## config.mk

```make
export PLATFORM = sky130hd
export DESIGN_NAME = pau_front
export DESIGN_NICKNAME = d
export VERILOG_FILES = /design/src/design/pau_pkg.sv /design/src/design/pau_front.sv
export SDC_FILE = /design/constraint.sdc
export NUM_CORES = 2
export LEC_CHECK = 0
export BUFFER_PORTS_ARGS = -buffer_cell sky130_fd_sc_hd__buf_2
export CAP_MARGIN = 40
export CORE_MARGIN = 8
export CORE_UTILIZATION = 40
export DETAILED_ROUTE_END_ITERATION = 7
export GPL_ROUTABILITY_DRIVEN = 0
export SYNTH_ARGS = -nofsm -noshare
export SYNTH_HDL_FRONTEND = slang
export SYNTH_SLANG_ARGS = --single-unit
```

## constraint.sdc

```tcl
create_clock -name clk -period 21.9 [get_ports clk]
set_clock_uncertainty 0.2 [all_clocks]
set_input_delay 4.38 -clock clk [delete_from_list [all_inputs] [get_ports clk]]
set_output_delay 4.38 -clock clk [all_outputs]
set_load 0.1 [all_outputs]
```

## src/design/pau_pkg.sv

```systemverilog
// ============================================================================
// pau_pkg
// Shared widths, register map, side-band struct and arithmetic steps of the
// particle attractor update pipeline.
// ============================================================================
package pau_pkg;

    // fixed point format
    localparam int FRAC_BITS = 16;
    localparam int VAL_W     = FRAC_BITS + 4;        // position / velocity fields
    localparam int AXIS_W    = FRAC_BITS + 2;        // attractor coordinates
    localparam int POS_W     = VAL_W + 1;            // position after the step
    localparam int OFF_W     = VAL_W + 2;            // signed offset to attractor
    localparam int MAG_W     = VAL_W + 1;            // offset magnitude
    localparam int SQ_W      = 2 * MAG_W;            // one squared offset
    localparam int D2_W      = 2 * MAG_W + 1;        // squared distance
    localparam int DIST_W    = (D2_W + 1) / 2;       // distance (square root)
    localparam int RAD_W     = 2 * DIST_W;           // padded radicand
    localparam int SREM_W    = DIST_W + 3;           // square root remainder

    // pull = strength * 2^(2F) / d2, quotient bits below the overflow bit
    localparam int PQ_W      = VAL_W;
    localparam int PDIV_W    = D2_W + PQ_W;
    localparam int PULL_STG  = DIST_W;               // covers PQ_W + 1 divide steps too

    // change = |pull| * |offset| / dist, clamped to 2^VQ_W
    localparam int PROD_W    = VAL_W + MAG_W;
    localparam int VQ_W      = VAL_W + 2;
    localparam int VDIV_W    = DIST_W + VQ_W;
    localparam int VEL_STG   = VQ_W + 1;
    localparam int CHG_W     = VQ_W + 1;
    localparam int NV_W      = VQ_W + 3;

    // configuration port
    localparam int DATA_W    = (VAL_W > 32) ? 64 : 32;
    localparam int ADDR_LSB  = (VAL_W > 32) ? 3 : 2;
    localparam int REG_IDX_W = 2;
    localparam int ADDR_W    = ADDR_LSB + REG_IDX_W;

    localparam logic [REG_IDX_W-1:0] REG_ENABLE   = 2'd0;
    localparam logic [REG_IDX_W-1:0] REG_ATTR_X   = 2'd1;
    localparam logic [REG_IDX_W-1:0] REG_ATTR_Y   = 2'd2;
    localparam logic [REG_IDX_W-1:0] REG_STRENGTH = 2'd3;

    // constants
    localparam logic signed [AXIS_W-1:0] AXIS_ONE     = AXIS_W'(longint'(1) << FRAC_BITS);
    localparam logic signed [AXIS_W-1:0] AXIS_NEG_ONE = -AXIS_ONE;
    localparam logic signed [POS_W-1:0]  POS_TWO      = POS_W'(longint'(2) << FRAC_BITS);
    localparam logic signed [POS_W-1:0]  POS_NEG_TWO  = -POS_TWO;
    localparam logic signed [VAL_W-1:0]  VAL_TWO      = VAL_W'(longint'(2) << FRAC_BITS);
    localparam logic signed [VAL_W-1:0]  VAL_NEG_TWO  = -VAL_TWO;
    localparam logic [CHG_W-1:0]         CHG_LIM      = CHG_W'(1) << VQ_W;
    localparam logic signed [NV_W-1:0]   VEL_MAX      = NV_W'((longint'(1) << (VAL_W - 1)) - 1);
    localparam logic signed [NV_W-1:0]   VEL_MIN      = -NV_W'(longint'(1) << (VAL_W - 1));

    typedef struct packed {
        logic                          enable;
        logic signed [AXIS_W-1:0]      ax;
        logic signed [AXIS_W-1:0]      ay;
        logic signed [VAL_W-1:0]       strength;
    } cfg_t;

    // particle state that travels beside the arithmetic
    typedef struct packed {
        logic signed [POS_W-1:0]       px;
        logic signed [POS_W-1:0]       py;
        logic signed [VAL_W-1:0]       vx;
        logic signed [VAL_W-1:0]       vy;
        logic                          moving;
        logic                          act;     // pull applies to velocity
        logic                          stop;    // sits exactly on the attractor
        logic                          oob;     // position goes back to origin
        logic                          dxneg;
        logic                          dyneg;
        logic [MAG_W-1:0]              dxmag;
        logic [MAG_W-1:0]              dymag;
    } side_t;

    // magnitude of a signed offset
    function automatic logic [MAG_W-1:0] off_mag(input logic signed [OFF_W-1:0] v);
        logic signed [OFF_W-1:0] n;
        begin
            n = -v;
            off_mag = v[OFF_W-1] ? n[MAG_W-1:0] : v[MAG_W-1:0];
        end
    endfunction

    // velocity minus signed change, saturated to the field range
    function automatic logic signed [VAL_W-1:0] sat_vel(input logic signed [VAL_W-1:0] v,
                                                        input logic [CHG_W-1:0] m,
                                                        input logic neg);
        logic signed [NV_W-1:0] chg;
        logic signed [NV_W-1:0] nv;
        begin
            chg = neg ? -$signed(NV_W'(m)) : $signed(NV_W'(m));
            nv  = $signed({{(NV_W-VAL_W){v[VAL_W-1]}}, v}) - chg;
            if (nv > VEL_MAX)
                sat_vel = VEL_MAX[VAL_W-1:0];
            else if (nv < VEL_MIN)
                sat_vel = VEL_MIN[VAL_W-1:0];
            else
                sat_vel = nv[VAL_W-1:0];
        end
    endfunction

endpackage

```

## src/design/pau_front.sv

```systemverilog
// ============================================================================
// pau_front
// Position step, attractor clamp, offsets and squared distance (3 stages).
// ============================================================================
module pau_front (
    input  logic                               clk,
    input  logic                               rst_n,
    input  logic                               adv,
    input  logic                               in_vld,
    input  logic signed [pau_pkg::VAL_W-1:0]   pos_x,
    input  logic signed [pau_pkg::VAL_W-1:0]   pos_y,
    input  logic signed [pau_pkg::VAL_W-1:0]   vel_x,
    input  logic signed [pau_pkg::VAL_W-1:0]   vel_y,
    input  logic                               moving,
    input  pau_pkg::cfg_t                      cfg,
    output logic                               out_vld,
    output pau_pkg::side_t                     out_side,
    output logic [pau_pkg::D2_W-1:0]           d2
);

    logic                               vld1_reg, vld2_reg, vld3_reg;
    pau_pkg::side_t                     side1_reg, side2_reg, side3_reg;
    pau_pkg::side_t                     side1_next, side2_next, side3_next;
    logic signed [pau_pkg::AXIS_W-1:0]  axc_reg, ayc_reg, axc_next, ayc_next;
    logic [pau_pkg::SQ_W-1:0]           sqx_reg, sqy_reg, sqx_next, sqy_next;
    logic [pau_pkg::D2_W-1:0]           d2_reg, d2_next;
    logic signed [pau_pkg::OFF_W-1:0]   dx, dy;

    // stage 1: step the position, clamp the attractor point
    always_comb
    begin
        side1_next        = '0;
        side1_next.px     = {pos_x[pau_pkg::VAL_W-1], pos_x};
        side1_next.py     = {pos_y[pau_pkg::VAL_W-1], pos_y};
        if (moving)
        begin
            side1_next.px = $signed({pos_x[pau_pkg::VAL_W-1], pos_x})
                          + $signed({vel_x[pau_pkg::VAL_W-1], vel_x});
            side1_next.py = $signed({pos_y[pau_pkg::VAL_W-1], pos_y})
                          + $signed({vel_y[pau_pkg::VAL_W-1], vel_y});
        end
        side1_next.vx     = vel_x;
        side1_next.vy     = vel_y;
        side1_next.moving = moving;

        axc_next = cfg.ax;
        if (cfg.ax > pau_pkg::AXIS_ONE)
            axc_next = pau_pkg::AXIS_ONE;
        else if (cfg.ax < pau_pkg::AXIS_NEG_ONE)
            axc_next = pau_pkg::AXIS_NEG_ONE;
        ayc_next = cfg.ay;
        if (cfg.ay > pau_pkg::AXIS_ONE)
            ayc_next = pau_pkg::AXIS_ONE;
        else if (cfg.ay < pau_pkg::AXIS_NEG_ONE)
            ayc_next = pau_pkg::AXIS_NEG_ONE;
    end

    // stage 2: offsets and their squares, bounds check
    always_comb
    begin
        dx = $signed({side1_reg.px[pau_pkg::POS_W-1], side1_reg.px})
           - $signed({{(pau_pkg::OFF_W-pau_pkg::AXIS_W){axc_reg[pau_pkg::AXIS_W-1]}}, axc_reg});
        dy = $signed({side1_reg.py[pau_pkg::POS_W-1], side1_reg.py})
           - $signed({{(pau_pkg::OFF_W-pau_pkg::AXIS_W){ayc_reg[pau_pkg::AXIS_W-1]}}, ayc_reg});
        side2_next       = side1_reg;
        side2_next.dxneg = dx[pau_pkg::OFF_W-1];
        side2_next.dyneg = dy[pau_pkg::OFF_W-1];
        side2_next.dxmag = pau_pkg::off_mag(dx);
        side2_next.dymag = pau_pkg::off_mag(dy);
        side2_next.oob   = side1_reg.moving &&
                           (side1_reg.px > pau_pkg::POS_TWO || side1_reg.px < pau_pkg::POS_NEG_TWO ||
                            side1_reg.py > pau_pkg::POS_TWO || side1_reg.py < pau_pkg::POS_NEG_TWO);
        sqx_next = side2_next.dxmag * side2_next.dxmag;
        sqy_next = side2_next.dymag * side2_next.dymag;
    end

    // stage 3: squared distance, zero-distance stop
    always_comb
    begin
        d2_next         = {1'b0, sqx_reg} + {1'b0, sqy_reg};
        side3_next      = side2_reg;
        side3_next.act  = side2_reg.moving && cfg.enable && (d2_next != '0);
        side3_next.stop = side2_reg.moving && cfg.enable && (d2_next == '0);
    end

    // valid bits
    always_ff @(posedge clk or negedge rst_n)
    begin
        if (!rst_n)
        begin
            vld1_reg <= 1'b0;
            vld2_reg <= 1'b0;
            vld3_reg <= 1'b0;
        end
        else if (adv)
        begin
            vld1_reg <= in_vld;
            vld2_reg <= vld1_reg;
            vld3_reg <= vld2_reg;
        end
    end

    // payload
    always_ff @(posedge clk)
    begin
        if (adv)
        begin
            side1_reg <= side1_next;
            axc_reg   <= axc_next;
            ayc_reg   <= ayc_next;
            side2_reg <= side2_next;
            sqx_reg   <= sqx_next;
            sqy_reg   <= sqy_next;
            side3_reg <= side3_next;
            d2_reg    <= d2_next;
        end
    end

    assign out_vld  = vld3_reg;
    assign out_side = side3_reg;
    assign d2       = d2_reg;

endmodule

```

======== Yosys cells after proc, flatten, opt, wreduce, memory -nomap -nowiden ========
Cells that the tools add are included.
storage, ports and cells
  bits in registers ....................... 507
  memories ................................ 0
  bits in read-only memories .............. 0
  bits in latches ......................... 0
  input port bits ......................... 142
  memory bits (writable) .................. 0
operators by class
  multiply operators ...................... 2
  muxes and demuxes ....................... 5
  shift-type cells ........................ 0
  divide/modulo/power cells ............... 0
  equality and inequality tests ........... 0
  $lt $le $gt $ge ......................... 8
  bitwise operators ....................... 0
  add/sub/neg operators ................... 7
  reduce and logical (&&, ||, !) cells .... 11
operators with widths
  cell                  count
  $mul 21x21->42        2
  $sub 21x18->22        2
  $add 42x42->43        1
  $logic_not 43->1      1
  $reduce_bool 43->1    1
  $add 20x20->21        2
  $gt 21x19->1 const B  2
  $lt 21x18->1 const B  2
  $mux 21               2
  $mux 42               1
  $neg 21->21           2
  $gt 18x18->1 const B  2
  $lt 18x17->1 const B  2
  $mux 18               2
  $logic_and 1x1->1     4
  $reduce_or 2->1       2
  $logic_or 1x1->1      3

======== Depth between registers and ports, before layout ========
  depth in word-level cells ............... 5
  mapped depth ............................ 47
  gate-level depth less buffers ........... 43

======== Least setup slack after synthesis ========
OpenSTA, ideal clock, no wires.
  path kind ............................... flip-flop to flip-flop
  from .................................... register side1_reg[110] in the netlist's numbering
  to ...................................... register sqx_reg[37] in the netlist's numbering (data pin)
  arrival time ............................ 9.896 ns
  buffers on the path ..................... 1
  required time ........................... 21.434 ns
  stages on the path, launching flop included .. 39
  setup slack ............................. 11.538 ns
  cell sequence ........................... edfxtp_1 > ha_1 > nor2b_1 > o31a_1 > o31a_1 > o311a_1 > nor4_2 > o31ai_2 > a21oi_1 > a31oi_2 > inv_2 > o31ai_1 > xor2_1 > inv_1 > buf_2 > nor2_1 > fa_1 > fa_1 > [... 3 more ...] > inv_1 > fa_1 > fa_1 > fa_1 > ha_1 > a21o_1 > a21o_1 > a21oi_1 > nand2_1 > o2111ai_1 > nor2_1 > a2111oi_0 > nor2b_1 > nor2_1 > o21ai_1 > a2111oi_0 > nor3_1 > xor2_1
RTL lines
  what                    line              source
  start, declared         pau_front.sv:22   pau_pkg::side_t side1_reg, side2_reg, side3_reg;
  start signal, assigned  pau_front.sv:108  side1_reg <= side1_next;
  end signal, assigned    pau_front.sv:112  sqx_reg <= sqx_next;
  end, declared           pau_front.sv:25   logic [pau_pkg::SQ_W-1:0] sqx_reg, sqy_reg, sqx_next, sqy_next;

======== Final worst setup path ========
  from .................................... register side1_reg[110] in the netlist's numbering
  to ...................................... register sqx_reg[37] in the netlist's numbering (data pin)
between the ends
  longest elaborated chain between the ends .. 4
RTL lines
  what                          line             source
  $sub 21x18->22 *              pau_front.sv:62  - $signed({{(pau_pkg::OFF_W-pau_pkg::AXIS_W){axc_reg[pau_pkg::AXIS_W-1]}}, axc_reg});
  $neg 21->21                   pau_pkg.sv:83    n = -v;
  $mux 21 *                     pau_pkg.sv:84    off_mag = v[OFF_W-1] ? n[MAG_W-1:0] : v[MAG_W-1:0];
  $mul 21x21->42 *              pau_front.sv:73  sqx_next = side2_next.dxmag * side2_next.dxmag;
  named net sqx_next (one bit)  pau_front.sv:25
The timed path passes the listed nets; every way through them passes the cells marked *.
A chain may end at the register's enable or synchronous reset.

==> reports/qor.yml <==
largest_register_ff_count: 130
drt_pass1_iterations: 5
crit_type: "reg -> reg"
core-area_um2: 116000
nFillCells: 11000
placed_area_um2: 50300
clock_latency_ns: 0.67
ys.flop_type: "edfxtp_1"
cp_max_fo: 15
maxSlewHeadroom: 0.340
end_kind: "flip-flop"
outcome: "finished, final reports clean"
num-nets-final: 5782
clkTransAtPathRegs_ns: 0.06
slew_violations: 0
die_h_um: 358
tightest_slew_ns: 0.990
ys_types: 103
rrSetupSlack_ns: 10.12
grt_pass1_wl_um: 182000
fmax_mhz: 84.9
synth_area_um2: 46800
cpMostUsedCell: "fa_1"
finalCritPeriodShare: 0.538
via_per_inst: 5.03
timing.final.ws_setup_ns: 10.12
hold_viol_final: 0
vias: 31100
synthesis.nets: 5462
grt_pass1_vias: 33200
grt.total_usage: 0.181
maxCapViolations: 0
setup_tns_ns: 0
crit_path_max_incr_delay_ns: 0.63
htreeDepth: 2
final_core_util: 0.451
cts-resized-gates: 0
place_ws_ns: 10.20
synth-edff-count: 500
io_buffers: 295
drtIter0Drc: 1753
async_flop_share: 0.00596
final_common_cell: "inv_1"
drt_wl_total_um: 115000
yosysSeqAreaShare: 0.323
antenna_found_initial: 11
crit_slowest_cell: "inv_1"
die-area_um2: 128000
cts_buffer_depth: 3
cts_tree: "built"
overflow: 0
period_minus_slack_ns: 11.78
drive_gt1_frac: 0.113
arrival_ns: 11.99
hp-class: "reg -> reg"
die_w_um: 358
setup_viol_count_final: 0
cts.sinks: 503
floorplan.rows: 125
syn2layout_area_growth_pct: 11.8
drc: 0
layout_common_cells: "inv_1, fa_1, edfxtp_1"
numCtsBuffers: 58
rsz0062_at_grt: "no"
clock-root-buffer: "clkbuf_16"
place_hpwl_um: 90600
initial_utilization: 0.403
synth.avg_cell_area_um2: 10.9
wl_per_cell_um: 18.7
pin_count: 316
fin_area_um2: 52300
cts.hold.buffers_added: 0
grt_max_degree: 153
syn_inst: 4280
final_antenna_net_count: 0
start_kind: "flip-flop"
crit_required_ns: 22.11
synth_seq_cells: 503
synth_warnings: 0
postCtsSetupRepairBufs: 0
[Yosys cell counts (all sizes together) (30+ instances only)]
| library cell | number | share of area |
|---|---|---|
| ha | 418 | 0.11 |
| o21ai | 94 | 0.010 |
| a21o | 88 | 0.014 |
| xnor2 | 136 | 0.026 |
| nor3 | 49 | 0.0054 |
| xor2 | 74 | 0.014 |
| nand3 | 33 | 0.0035 |
| nor2b | 37 | 0.0051 |
| nand2 | 348 | 0.028 |
| a21oi | 141 | 0.015 |
| and2 | 44 | 0.0059 |
| edfxtp | 500 | 0.32 |
| inv | 907 | 0.073 |
| buf | 30 | 0.0033 |
| fa | 622 | 0.27 |
| nor2 | 313 | 0.025 |
| o21a | 37 | 0.0059 |
| clkbuf | 60 | 0.0048 |
[path summary, 6_finish.rpt]
check                                               from                 endpoint  cells after the start
worst min register to register  side2_reg[107]$_DFFE_PP_  out_side[107]$_DFFE_PP_                      0
max in group asynchronous                          rst_n     vld1_reg$_DFFE_PN0P_                      1
worst max-delay path            side1_reg[110]$_DFFE_PP_    sqx_reg[37]$_DFFE_PP_                     40
worst max register to register  side1_reg[110]$_DFFE_PP_    sqx_reg[37]$_DFFE_PP_                     40
min in group asynchronous                          rst_n     vld2_reg$_DFFE_PN0P_                      1
worst min-delay path            side2_reg[107]$_DFFE_PP_  out_side[107]$_DFFE_PP_                      0
[cell type report]
cell class	instances	area [um2]	share of cell area
Sequential cell	503	15100	0.289
Multi-Input combinational cell	2776	27900	0.534
Clock buffer	70	1500	0.0286
Tap cell	1524	1910	0.0365
Timing Repair Buffer	350	1990	0.0381
Antenna cell	4	10.0	0.000191
Clock inverter	38	482	0.00921
Inverter	911	3420	0.0654
[kinds of logic after synthesis]
family	after synthesis	synth area share
AO/OA/AOI/OAI	541	0.0780
AND/OR/NAND/NOR	957	0.0931
adder cells (fa/ha/maj)	1040	0.378
multiplexers	28	0.00663
buffers and inverters	1001	0.0813
flip-flops	503	0.323
XOR/XNOR	210	0.0403
[worst max-delay path: cells and delay by family (launching register included)]
kind | cells | cell delay (ns)
adder cells (fa/ha/maj) | 9 | 4.22
AO/OA/AOI/OAI | 14 | 3.72
buffers and inverters | 7 | 1.50
AND/OR/NAND/NOR | 8 | 1.22
flip-flops | 1 | 0.43
XOR/XNOR | 2 | 0.23
[per-layer routing]
| layer | up-vias | share of wire | global-route usage |
|---|---|---|---|
| met1 | 15400 | 0.43 | 0.238 |
| met2 | 907 | 0.45 | 0.293 |
| met4 | 16 | 0.025 | 0.0466 |
| li1 | 14600 | - | - |
| met5 | - | 0.00094 | 0 |
| met3 | 202 | 0.091 | 0.0536 |
[through the flow]
| step | hold slack (ns) | cells |
|---|---|---|
| final | 0.201 | 6176 |
| after global routing | 0.210 | 6173 |
| after CTS | 0.200 | 6172 |
| after detailed placement | 0.205 | 6064 |
| after global placement | 0.201 | 6059 |
| after floorplan | 0.200 | 4280 |
Power is left out: the tool's default activity adds up to more than one toggle a clock period on the data nets, which glitch-free logic cannot reach.
